### src/rtl/core/ahp_pkg.sv
// Shared constants and control types for the adaptive peak heart-rate block.
// No dependencies; used by ahp_ring, the top level and the checker under rtl/core.
`timescale 1ns / 1ps

package ahp_pkg;

    // default build parameters
    localparam int SAMPLE_BITS_DEF = 24;
    localparam int RING_DEPTH_DEF  = 8;

    // fixed field widths
    localparam int TS_W    = 40;
    localparam int BPM_W   = 16;
    localparam int THR_W   = 23;
    localparam int RR_W    = 11;
    localparam int CFG_W   = 16;
    localparam int REFR_W  = 26;   // (65535 + 1) * 1000 fits
    localparam int RR_US_W = 21;   // microsecond span of the longest interval

    // averaging filter, all Q8, rounded half up over a divide by 100
    localparam int PAVG_OLD = 85;
    localparam int PAVG_NEW = 15;
    localparam int NAVG_OLD = 92;
    localparam int NAVG_NEW = 8;
    localparam int AVG_DIV  = 100;
    localparam int AVG_RND  = 50;

    localparam int PAVG_RST = 7680;
    localparam int NAVG_RST = 1280;
    localparam int THR_RST  = 7680;
    localparam int MIN_THR  = 1280;
    localparam int MIN_AVG_W = 13;  // holds the reset averages

    // acceptance test: peak * 10 > threshold * 7
    localparam int PK_MUL  = 10;
    localparam int THR_MUL = 7;

    localparam int REFR_RST  = 250;
    localparam int MS_DIV    = 1000;
    localparam int RR_MAX    = 1500;
    localparam int RR_MIN_US = 334000;
    localparam int RR_MAX_US = 1500999;
    localparam int BPM_NUM   = 15360000;  // 60000 * 256

    typedef struct packed {
        logic wr_en;
        logic sum_start;
    } t_ring_ctl;

endpackage

### src/rtl/core/ahp_div.sv
// Shared restoring divider, one quotient bit per cycle.
// Depends on nothing but its parameters.
`timescale 1ns / 1ps

module ahp_div #(
    parameter int NUM_W = 30,
    parameter int DEN_W = 14
) (
    input  logic             i_clk,
    input  logic             i_rst_n,
    input  logic             i_start,
    input  logic [NUM_W-1:0] i_num,
    input  logic [DEN_W-1:0] i_den,
    output logic             o_done,
    output logic [NUM_W-1:0] o_quot
);

    localparam int CNT_W = $clog2(NUM_W + 1);

    logic [DEN_W-1:0] r_rem;
    logic [DEN_W-1:0] r_den;
    logic [NUM_W-1:0] r_q;
    logic [CNT_W-1:0] r_cnt;
    logic             r_busy;
    logic             r_done;

    logic [DEN_W:0]   w_sh;
    logic [DEN_W:0]   w_diff;

    // dividend bits leave r_q at the top while quotient bits enter at the bottom
    assign w_sh   = {r_rem, r_q[NUM_W-1]};
    assign w_diff = w_sh - {1'b0, r_den};

    always_ff @(posedge i_clk) begin
        if (!i_rst_n) begin
            r_busy <= 1'b0;
            r_done <= 1'b0;
            r_cnt  <= '0;
        end else begin
            r_done <= 1'b0;
            if (i_start) begin
                r_busy <= 1'b1;
                r_cnt  <= CNT_W'(NUM_W);
                r_rem  <= '0;
                r_q    <= i_num;
                r_den  <= i_den;
            end else if (r_busy) begin
                if (!w_diff[DEN_W]) begin
                    r_rem <= w_diff[DEN_W-1:0];
                    r_q   <= {r_q[NUM_W-2:0], 1'b1};
                end else begin
                    r_rem <= w_sh[DEN_W-1:0];
                    r_q   <= {r_q[NUM_W-2:0], 1'b0};
                end
                r_cnt <= r_cnt - CNT_W'(1);
                if (r_cnt == CNT_W'(1)) begin
                    r_busy <= 1'b0;
                    r_done <= 1'b1;
                end
            end
        end
    end

    assign o_done = r_done;
    assign o_quot = r_q;

endmodule

### src/rtl/core/ahp_ring.sv
// Beat-interval ring memory with a sequential summing pass.
// Depends on ahp_pkg for the control struct and the interval width.
`timescale 1ns / 1ps

module ahp_ring #(
    parameter int DEPTH  = 8,
    parameter int AW     = 3,
    parameter int FILL_W = 4,
    parameter int SUM_W  = 14
) (
    input  logic                        i_clk,
    input  logic                        i_rst_n,
    input  ahp_pkg::t_ring_ctl          i_ctl,
    input  logic [AW-1:0]               i_wr_addr,
    input  logic [ahp_pkg::RR_W-1:0]    i_wr_data,
    input  logic [FILL_W-1:0]           i_fill,
    output logic                        o_done,
    output logic [SUM_W-1:0]            o_sum
);

    logic [ahp_pkg::RR_W-1:0] r_mem [DEPTH];
    logic [ahp_pkg::RR_W-1:0] r_rd_data;
    logic                     r_rd_vld;
    logic                     r_active;
    logic                     r_done;
    logic [FILL_W-1:0]        r_idx;
    logic [FILL_W-1:0]        r_cnt;
    logic [SUM_W-1:0]         r_acc;

    logic                     w_rd_en;

    assign w_rd_en = r_active && (r_idx < r_cnt);

    always_ff @(posedge i_clk) begin
        if (i_ctl.wr_en) begin
            r_mem[i_wr_addr] <= i_wr_data;
        end
        if (w_rd_en) begin
            r_rd_data <= r_mem[r_idx[AW-1:0]];
        end
    end

    // entries 0 .. fill-1 are always written before they are summed
    always_ff @(posedge i_clk) begin
        if (!i_rst_n) begin
            r_active <= 1'b0;
            r_done   <= 1'b0;
            r_rd_vld <= 1'b0;
        end else begin
            r_done <= 1'b0;
            if (i_ctl.sum_start) begin
                r_active <= 1'b1;
                r_idx    <= '0;
                r_cnt    <= i_fill;
                r_acc    <= '0;
                r_rd_vld <= 1'b0;
            end else if (r_active) begin
                r_rd_vld <= w_rd_en;
                if (w_rd_en) begin
                    r_idx <= r_idx + FILL_W'(1);
                end
                if (r_rd_vld) begin
                    r_acc <= r_acc + SUM_W'(r_rd_data);
                end
                if ((r_idx == r_cnt) && !r_rd_vld) begin
                    r_active <= 1'b0;
                    r_done   <= 1'b1;
                end
            end
        end
    end

    assign o_done = r_done;
    assign o_sum  = r_acc;

endmodule

### src/rtl/core/adaptive_peak_heart_rate_top.sv
// Adaptive-threshold peak detector and heart-rate estimator, top level.
// Depends on ahp_pkg, ahp_div and ahp_ring.
//
//  channel   dir  handshake                       payload
//  s_axis    in   i_s_axis_tvalid/o_s_axis_tready tdata: sample, timestamp_us
//  m_axis    out  o_m_axis_tvalid/i_m_axis_tready tdata: bpm .. last_interval_ms;
//                                                 tuser: bpm_valid, peak_accepted
//  cfg       in   i_cfg_we                        i_cfg_wdata: min peak spacing, ms
//
// One transaction at a time. No peak: no divider pass. Rejected peak: one pass through
// the shared divider for the noise average (NUM_W = 30 at default size). Accepted peak:
// up to three passes through the shared divider (average, interval, BPM) plus a ring sum.
// Reset is synchronous; the ring has no clearing pass. A result waiting on
// o_m_axis_tready does not block the next input; it only holds the final step.
`timescale 1ns / 1ps

module adaptive_peak_heart_rate_top #(
    parameter int SAMPLE_BITS = ahp_pkg::SAMPLE_BITS_DEF,
    parameter int RING_DEPTH  = ahp_pkg::RING_DEPTH_DEF
) (
    input  logic                 i_clk,
    input  logic                 i_rst_n,
    input  logic                 i_s_axis_tvalid,
    output logic                 o_s_axis_tready,
    // [SAMPLE_BITS-1:0] sample, then [+39:] timestamp_us, zero padded
    input  logic [((SAMPLE_BITS+ahp_pkg::TS_W+7)/8)*8-1:0] i_s_axis_tdata,
    output logic                 o_m_axis_tvalid,
    input  logic                 i_m_axis_tready,
    // bpm, threshold, peak_value, interval_count, last_interval_ms, zero padded
    output logic [((ahp_pkg::BPM_W+2*ahp_pkg::THR_W+$clog2(RING_DEPTH+1)
                    +ahp_pkg::RR_W+7)/8)*8-1:0] o_m_axis_tdata,
    // [0] bpm_valid, [1] peak_accepted
    output logic [1:0]           o_m_axis_tuser,
    input  logic                 i_cfg_we,
    input  logic [ahp_pkg::CFG_W-1:0] i_cfg_wdata
);

    localparam int MAG_W  = SAMPLE_BITS - 1;
    localparam int AVG_W  = (MAG_W > ahp_pkg::MIN_AVG_W) ? MAG_W : ahp_pkg::MIN_AVG_W;
    localparam int AW     = (RING_DEPTH > 1) ? $clog2(RING_DEPTH) : 1;
    localparam int FILL_W = $clog2(RING_DEPTH + 1);
    localparam int SUM_W  = $clog2(RING_DEPTH * ahp_pkg::RR_MAX + 1);
    localparam int NUM_AVG_W = AVG_W + 7;
    localparam int NUM_BPM_W = $clog2(ahp_pkg::BPM_NUM * RING_DEPTH
                                      + RING_DEPTH * ahp_pkg::RR_MAX / 2 + 1);
    localparam int NUM_W0 = (NUM_AVG_W > NUM_BPM_W) ? NUM_AVG_W : NUM_BPM_W;
    localparam int NUM_W  = (NUM_W0 > ahp_pkg::RR_US_W) ? NUM_W0 : ahp_pkg::RR_US_W;
    localparam int DEN_W  = (SUM_W > 10) ? SUM_W : 10;
    localparam int OUT_W  = ((ahp_pkg::BPM_W + 2*ahp_pkg::THR_W + FILL_W
                              + ahp_pkg::RR_W + 7) / 8) * 8;
    localparam int TS_W   = ahp_pkg::TS_W;
    localparam int CMP_W  = AVG_W + 4;

    typedef enum logic [3:0] {
        ST_IDLE, ST_EVAL, ST_AVG_WAIT, ST_RR_CHK, ST_RR_WAIT,
        ST_SUM_CHK, ST_SUM_WAIT, ST_BPM_WAIT, ST_THR, ST_OUT
    } t_state;

    t_state                   r_state;

    // detector state
    logic [MAG_W-1:0]         r_prev_mag;
    logic                     r_rising;
    logic [TS_W-1:0]          r_last_pt;
    logic [TS_W-1:0]          r_prev_pt;
    logic [MAG_W-1:0]         r_last_pk;
    logic [AVG_W-1:0]         r_pavg;
    logic [AVG_W-1:0]         r_navg;
    logic [AVG_W-1:0]         r_thr;
    logic [AW-1:0]            r_wpos;
    logic [FILL_W-1:0]        r_fill;
    logic [ahp_pkg::RR_W-1:0] r_last_rr;
    logic [ahp_pkg::REFR_W-1:0] r_refr_lim;

    // per-transaction working registers
    logic [MAG_W-1:0]         r_mag;
    logic [TS_W-1:0]          r_now;
    logic                     r_acc;
    logic                     r_bpm_vld;
    logic [ahp_pkg::BPM_W-1:0] r_bpm;

    logic                     r_div_start;
    logic [NUM_W-1:0]         r_div_num;
    logic [DEN_W-1:0]         r_div_den;
    ahp_pkg::t_ring_ctl       r_ring_ctl;
    logic [AW-1:0]            r_ring_waddr;
    logic [ahp_pkg::RR_W-1:0] r_ring_wdata;

    logic                     r_o_valid;
    logic [OUT_W-1:0]         r_o_tdata;
    logic [1:0]               r_o_tuser;

    logic                     w_div_done;
    logic [NUM_W-1:0]         w_quot;
    logic                     w_ring_done;
    logic [SUM_W-1:0]         w_sum;

    logic                     w_in_acc;
    logic [SAMPLE_BITS-1:0]   w_sample;
    logic [SAMPLE_BITS-1:0]   w_neg;
    logic [MAG_W-1:0]         w_mag;
    logic                     w_rise;
    logic                     w_fall;
    logic [TS_W-1:0]          w_tdiff;
    logic                     w_time_ok;
    logic                     w_pk_ok;
    logic [NUM_W-1:0]         w_pnum;
    logic [NUM_W-1:0]         w_nnum;
    logic [TS_W-1:0]          w_rdiff;
    logic                     w_rr_ok;
    logic [AVG_W:0]           w_thr_sum;
    logic [AVG_W-1:0]         w_thr_half;
    logic [NUM_W-1:0]         w_bnum;

    assign o_s_axis_tready = (r_state == ST_IDLE);
    assign w_in_acc        = i_s_axis_tvalid && o_s_axis_tready;

    // magnitude with saturation of the most negative code
    assign w_sample = i_s_axis_tdata[SAMPLE_BITS-1:0];
    assign w_neg    = -w_sample;
    always_comb begin
        if (w_sample[SAMPLE_BITS-1]) begin
            w_mag = w_neg[SAMPLE_BITS-1] ? {MAG_W{1'b1}} : w_neg[MAG_W-1:0];
        end else begin
            w_mag = w_sample[MAG_W-1:0];
        end
    end

    assign w_rise    = r_mag > r_prev_mag;
    assign w_fall    = r_rising && (r_mag < r_prev_mag);
    assign w_tdiff   = r_now - r_last_pt;
    assign w_time_ok = (r_now >= r_last_pt) && (w_tdiff >= TS_W'(r_refr_lim));
    assign w_pk_ok   = (CMP_W'(r_prev_mag) * CMP_W'(ahp_pkg::PK_MUL))
                     > (CMP_W'(r_thr) * CMP_W'(ahp_pkg::THR_MUL));

    assign w_pnum = NUM_W'(r_pavg) * NUM_W'(ahp_pkg::PAVG_OLD)
                  + NUM_W'(r_prev_mag) * NUM_W'(ahp_pkg::PAVG_NEW)
                  + NUM_W'(ahp_pkg::AVG_RND);
    assign w_nnum = NUM_W'(r_navg) * NUM_W'(ahp_pkg::NAVG_OLD)
                  + NUM_W'(r_prev_mag) * NUM_W'(ahp_pkg::NAVG_NEW)
                  + NUM_W'(ahp_pkg::AVG_RND);

    // interval in range exactly when the microsecond span is in range
    assign w_rdiff = r_now - r_prev_pt;
    assign w_rr_ok = (r_prev_pt != '0) && (r_now >= r_prev_pt)
                   && (w_rdiff >= TS_W'(ahp_pkg::RR_MIN_US))
                   && (w_rdiff <= TS_W'(ahp_pkg::RR_MAX_US));

    assign w_thr_sum  = {1'b0, r_pavg} + {1'b0, r_navg} + (AVG_W+1)'(1);
    assign w_thr_half = w_thr_sum[AVG_W:1];

    assign w_bnum = NUM_W'(ahp_pkg::BPM_NUM) * NUM_W'(r_fill) + NUM_W'(w_sum >> 1);

    always_ff @(posedge i_clk) begin
        if (!i_rst_n) begin
            r_refr_lim <= ahp_pkg::REFR_W'((ahp_pkg::REFR_RST + 1) * ahp_pkg::MS_DIV);
        end else if (i_cfg_we && (i_cfg_wdata != '0)) begin
            // stored as the smallest microsecond gap that passes the test
            r_refr_lim <= ahp_pkg::REFR_W'(({1'b0, i_cfg_wdata} + 17'd1)
                                           * ahp_pkg::REFR_W'(ahp_pkg::MS_DIV));
        end
    end

    always_ff @(posedge i_clk) begin
        if (!i_rst_n) begin
            r_state     <= ST_IDLE;
            r_prev_mag  <= '0;
            r_rising    <= 1'b0;
            r_last_pt   <= '0;
            r_prev_pt   <= '0;
            r_last_pk   <= '0;
            r_pavg      <= AVG_W'(ahp_pkg::PAVG_RST);
            r_navg      <= AVG_W'(ahp_pkg::NAVG_RST);
            r_thr       <= AVG_W'(ahp_pkg::THR_RST);
            r_wpos      <= '0;
            r_fill      <= '0;
            r_last_rr   <= '0;
            r_div_start <= 1'b0;
            r_ring_ctl  <= '0;
            r_o_valid   <= 1'b0;
        end else begin
            r_div_start <= 1'b0;
            r_ring_ctl  <= '0;
            if (r_o_valid && i_m_axis_tready) begin
                r_o_valid <= 1'b0;
            end
            case (r_state)
                ST_IDLE: begin
                    if (w_in_acc) begin
                        r_mag   <= w_mag;
                        r_now   <= i_s_axis_tdata[SAMPLE_BITS +: TS_W];
                        r_state <= ST_EVAL;
                    end
                end
                ST_EVAL: begin
                    r_acc      <= 1'b0;
                    r_bpm_vld  <= 1'b0;
                    r_bpm      <= '0;
                    r_prev_mag <= r_mag;
                    r_state    <= ST_THR;
                    if (w_rise) begin
                        r_rising <= 1'b1;
                    end else if (w_fall) begin
                        r_rising    <= 1'b0;
                        r_div_start <= 1'b1;
                        r_div_den   <= DEN_W'(ahp_pkg::AVG_DIV);
                        r_state     <= ST_AVG_WAIT;
                        if (w_pk_ok && w_time_ok) begin
                            r_acc     <= 1'b1;
                            r_prev_pt <= r_last_pt;
                            r_last_pt <= r_now;
                            r_last_pk <= r_prev_mag;
                            r_div_num <= w_pnum;
                        end else begin
                            r_div_num <= w_nnum;
                        end
                    end
                end
                ST_AVG_WAIT: begin
                    if (w_div_done) begin
                        if (r_acc) begin
                            r_pavg  <= AVG_W'(w_quot);
                            r_state <= ST_RR_CHK;
                        end else begin
                            r_navg  <= AVG_W'(w_quot);
                            r_state <= ST_THR;
                        end
                    end
                end
                ST_RR_CHK: begin
                    if (w_rr_ok) begin
                        r_div_start <= 1'b1;
                        r_div_num   <= NUM_W'(w_rdiff);
                        r_div_den   <= DEN_W'(ahp_pkg::MS_DIV);
                        r_state     <= ST_RR_WAIT;
                    end else begin
                        r_state <= ST_SUM_CHK;
                    end
                end
                ST_RR_WAIT: begin
                    if (w_div_done) begin
                        r_last_rr        <= w_quot[ahp_pkg::RR_W-1:0];
                        r_ring_wdata     <= w_quot[ahp_pkg::RR_W-1:0];
                        r_ring_waddr     <= r_wpos;
                        r_ring_ctl.wr_en <= 1'b1;
                        r_wpos <= (r_wpos == AW'(RING_DEPTH - 1)) ? '0 : r_wpos + AW'(1);
                        if (r_fill != FILL_W'(RING_DEPTH)) begin
                            r_fill <= r_fill + FILL_W'(1);
                        end
                        r_state <= ST_SUM_CHK;
                    end
                end
                ST_SUM_CHK: begin
                    if (r_fill >= FILL_W'(2)) begin
                        r_ring_ctl.sum_start <= 1'b1;
                        r_state              <= ST_SUM_WAIT;
                    end else begin
                        r_state <= ST_THR;
                    end
                end
                ST_SUM_WAIT: begin
                    if (w_ring_done) begin
                        r_div_start <= 1'b1;
                        r_div_num   <= w_bnum;
                        r_div_den   <= DEN_W'(w_sum);
                        r_state     <= ST_BPM_WAIT;
                    end
                end
                ST_BPM_WAIT: begin
                    if (w_div_done) begin
                        r_bpm     <= w_quot[ahp_pkg::BPM_W-1:0];
                        r_bpm_vld <= 1'b1;
                        r_state   <= ST_THR;
                    end
                end
                ST_THR: begin
                    r_thr <= (w_thr_half < AVG_W'(ahp_pkg::MIN_THR))
                           ? AVG_W'(ahp_pkg::MIN_THR) : w_thr_half;
                    r_state <= ST_OUT;
                end
                ST_OUT: begin
                    if (!r_o_valid || i_m_axis_tready) begin
                        r_o_valid <= 1'b1;
                        r_o_tuser <= {r_acc, r_bpm_vld};
                        r_o_tdata <= OUT_W'({r_last_rr, r_fill,
                                             ahp_pkg::THR_W'(r_last_pk),
                                             ahp_pkg::THR_W'(r_thr), r_bpm});
                        r_state   <= ST_IDLE;
                    end
                end
                default: begin
                    r_state <= ST_IDLE;
                end
            endcase
        end
    end

    ahp_div #(
        .NUM_W (NUM_W),
        .DEN_W (DEN_W)
    ) u_div (
        .i_clk   (i_clk),
        .i_rst_n (i_rst_n),
        .i_start (r_div_start),
        .i_num   (r_div_num),
        .i_den   (r_div_den),
        .o_done  (w_div_done),
        .o_quot  (w_quot)
    );

    ahp_ring #(
        .DEPTH  (RING_DEPTH),
        .AW     (AW),
        .FILL_W (FILL_W),
        .SUM_W  (SUM_W)
    ) u_ring (
        .i_clk     (i_clk),
        .i_rst_n   (i_rst_n),
        .i_ctl     (r_ring_ctl),
        .i_wr_addr (r_ring_waddr),
        .i_wr_data (r_ring_wdata),
        .i_fill    (r_fill),
        .o_done    (w_ring_done),
        .o_sum     (w_sum)
    );

    assign o_m_axis_tvalid = r_o_valid;
    assign o_m_axis_tdata  = r_o_tdata;
    assign o_m_axis_tuser  = r_o_tuser;

endmodule

### config.mk
export PLATFORM = sky130hd
export DESIGN_NAME = adaptive_peak_heart_rate_top
export DESIGN_NICKNAME = d
export VERILOG_FILES = /design/src/rtl/core/ahp_pkg.sv /design/src/rtl/core/ahp_div.sv /design/src/rtl/core/ahp_ring.sv /design/src/rtl/core/adaptive_peak_heart_rate_top.sv
export SDC_FILE = /design/constraint.sdc
export NUM_CORES = 2
export LEC_CHECK = 0
export BUFFER_PORTS_ARGS = -buffer_cell sky130_fd_sc_hd__buf_2
export CORE_MARGIN = 1.5
export CORE_UTILIZATION = 55
export DETAILED_ROUTE_END_ITERATION = 8
export PLACE_DENSITY = 0.8
export SYNTH_ARGS = -nofsm -noshare
export SYNTH_HDL_FRONTEND = slang
export SYNTH_SLANG_ARGS = --single-unit
### constraint.sdc
create_clock -name i_clk -period 11 [get_ports i_clk]
set_clock_uncertainty 0.2 [all_clocks]
set_input_delay 1.65 -clock i_clk [delete_from_list [all_inputs] [get_ports i_clk]]
set_output_delay 1.65 -clock i_clk [all_outputs]
set_load 0.02 [all_outputs]
==> results.tsv <==
stage	metric	value	unit
outcome	status	finished clean	
clock_network	cts_max_level	3	
yosys	netlist_instances	4886	
timing	setup_viol	0	
global_route	grt_pass1_wl	196000	um
critical_path	cp-end-kind	flop	
timing	max_slew.worst_pin.slew	1.30	ns
timing	rsz0062_at_grt	false	
pwr	powerDensity	205	nW/um^2
pwr	ir_worst_vdd	0.000313	V
timing	fmax	132	MHz
floorplan	num_rows	109	
clock_network	insertion_delay	0.68	ns
timing	slew_violations	0	
timing	final.min_clock_period	7.56	ns
clock_network	cts_tree	built	
timing	setup-tns-final	0	ns
yosys	synth.area.top_cells	edfxtp_1 24%, ha_1 14%, fa_1 10%, dfxtp_1 10%, inv_1 4.4%	
worst_hold_path	hold_class	reg -> reg	
pwr	leakage	0.0225	uW
finish	syn_to_final_growth	9.26	%
floorplan	dieHeight	302	um
finish	fin_nets	5923	
clock_network	post_cts_resized	0	
yosys	yosys_warnings	0	
floorplan	die-width	302	um
global_route	grt_pass1_vias	36600	
job	drv_cap	0	
floorplan	initial_utilization	55.5	%
yosys	synth_area_per_cell	10.0	um^2
critical_path	cp.arrival	7.79	ns
clock_network	root_buffer	clkbuf_16	
floorplan	core	88400	um^2
finish	layout_common_cells	571 x inv_1, 567 x nand2_1, 563 x ha_1	
placement	place_congestion	0.968	
yosys	synth_top_area_cell	edfxtp_1	
clock_network	cts_buffers	74	
global_route	antenna_found_initial	1	
route	vias	36900	
yosys	synth-edff-count	397	
clock_network	post_cts_buffers	0	
worst_hold_path	min_path_cells	0	
timing	relSlewSlack	13.0	%
critical_path	cp_max_fo	6	
floorplan	io_pins	169	
route	drt_iter0_drc	3152	
clock_network	cts_sinks	652	
yosys	yosysTopAreaCellShare	24.3	%
yosys	ys_types	95	
route	viasPerCell	5.91	
yosys	syn-cell-area	49000	um^2
critical_path	slowest_stage	a221oi_1	
placement	numPortBuffers	165	
critical_path	slowest_delay	0.77	ns
finish	fin_util	60.6	%
yosys	synth_seq_cells	652	
yosys	seq_area_frac_synth	34.7	%
critical_path	crit_family	compound AO/OA/AOI/OAI gates	
global_route	grt_overflow	0	
route	wl_per_cell	19.8	um
timing	timing.final.crit_share	68.7	%
critical_path	ff2ff_path_depth	24	
floorplan	dieArea	90900	um^2
global_route	grt_usage	27.3	%
critical_path	critPathLaunchType	flop	
route	wirelength	124000	um
clock_network	clockBufferDepth	3	
timing	finalHoldViolations	0	
finish	final_common_cell	inv_1	
critical_path	cp.depth	24	
finish	layout-drive-gt1-share	8.29	%
global_route	grt_max_degree	99	
yosys	async_reset_ff_share	0	%
critical_path	cp.required	11.23	ns
clock_network	cts_hold_buf	0	
clock_network	clk_pin_slew_worst_paths	0.06	ns
critical_path	path_class	reg -> reg	
critical_path	critPathBufInv	2	
finish	antenna_cells	0	
critical_path	path_cells	ha_1 > fa_1 > inv_1 > fa_1 > inv_1 > ha_1 > nor4_1 > o21ai_0 > a221oi_1 > o21ai_0 > a21oi_1 > xnor2_1 > ha_1 > ha_1 > nor4_1 > a21oi_1 > o41ai_1 > o21ai_0 > o31ai_1 > nand2b_1 > a21oi_1 > xnor2_1 > mux2i_1 > o21ai_0	
yosys	synth_ff_type	edfxtp_1	
route	ant_nets	0	
route	dr.pass1.iters	5	
placement	hpwl	93700	um
route	drc	0	
==> cells in the mapped netlist, types with 109 or more instances <==
cell type    n
nor2_1     227
ha_1       563
a21oi_1    213
inv_1      571
edfxtp_1   397
xnor2_1    161
mux2i_1    140
dfxtp_1    255
o21ai_0    168
clkbuf_1   109
fa_1       257
nand2_1    567
==> cell type report <==
class / instances / area, um^2
Clock inverter: 49 / 627
Clock buffer: 88 / 1950
Multi-Input combinational cell: 3525 / 29300
Inverter: 572 / 2150
Fill cell: 7160 / 34800
Timing Repair Buffer: 193 / 1060
Tap cell: 1165 / 1460
Sequential cell: 652 / 17000
==> final timing paths <==
| check | start | end | slack [ns] |
|---|---|---|---|
| max | r_navg[5]$_SDFFE_PN0P_ | r_div_num[26]$_DFFE_PP_ | 3.44 |
| min | r_bpm[8]$_SDFFCE_PN0P_ | o_m_axis_tdata[8]$_DFFE_PP_ | 0.20 |
| max reg2reg | r_navg[5]$_SDFFE_PN0P_ | r_div_num[26]$_DFFE_PP_ | 3.44 |
| min reg2reg | r_bpm[8]$_SDFFCE_PN0P_ | o_m_axis_tdata[8]$_DFFE_PP_ | 0.20 |
==> where the power goes <==
part / internal (uW) / switching [uW] / leakage [uW]
clock network: 1530 / 1100 / 0.00127
logic: 2260 / 3150 / 0.0156
registers: 2760 / 181 / 0.00562
==> logic make-up after synthesis <==
| family | after synthesis | share of synthesized area, % |
|---|---|---|
| other | 1 | 0.00765 |
| XOR/XNOR | 265 | 4.73 |
| multiplexers | 205 | 4.86 |
| buffers and inverters | 711 | 5.62 |
| flip-flops | 652 | 34.7 |
| AO/OA/AOI/OAI | 959 | 13.2 |
| adder cells (fa/ha/maj) | 820 | 24.9 |
| AND/OR/NAND/NOR | 1273 | 12.0 |
==> through the flow <==
stage | instances | hold slack [ns] | power, uW | area, um^2 | setup WS (ns)
after global placement | 6107 | 0.201 | 8160 | 51000 | 3.37
after detailed placement | 6107 | 0.205 | 8340 | 51000 | 3.27
after floorplan | 4888 | 0.200 | 6970 | 49000 | 3.76
after global routing | 6244 | 0.204 | 11700 | 53600 | 2.92
final | 6244 | 0.204 | 11000 | 53600 | 3.44
after CTS | 6244 | 0.196 | 11000 | 53600 | 3.48
==> per-layer routing <==
metal / vias up / part of all wire [%] / GRT usage (%)
li1: 17400 / - / -
met1: 18000 / 42 / 35.9
met2: 1288 / 47 / 45.1
met3: 298 / 7.0 / 4.14
met4: 0 / 4.0 / 10.9
met5: - / 0 / 0
==> state kept, by name (all words and copies together), names as in the netlist, 30 cells and up <==
signal / count
u_ring.r_mem: 88
r_now: 40
r_div_num: 30
u_div.o_quot: 30
r_prev_pt: 40
o_m_axis_tdata: 77
r_last_pt: 40
==> worst reg2reg max path: stages, from the launching register on <==
cell	delay [ns]
dfxtp_1	0.50
ha_1	0.31
fa_1	0.51
inv_1	0.05
fa_1	0.50
inv_1	0.04
ha_1	0.23
nor4_1	0.46
o21ai_0	0.25
a221oi_1	0.77
o21ai_0	0.17
a21oi_1	0.21
xnor2_1	0.15
ha_1	0.26
ha_1	0.25
nor4_1	0.29
a21oi_1	0.14
o41ai_1	0.70
o21ai_0	0.31
o31ai_1	0.41
nand2b_1	0.10
a21oi_1	0.19
xnor2_1	0.08
mux2i_1	0.16
o21ai_0	0.09
Note: power is estimated with default switching activity, not from simulation.
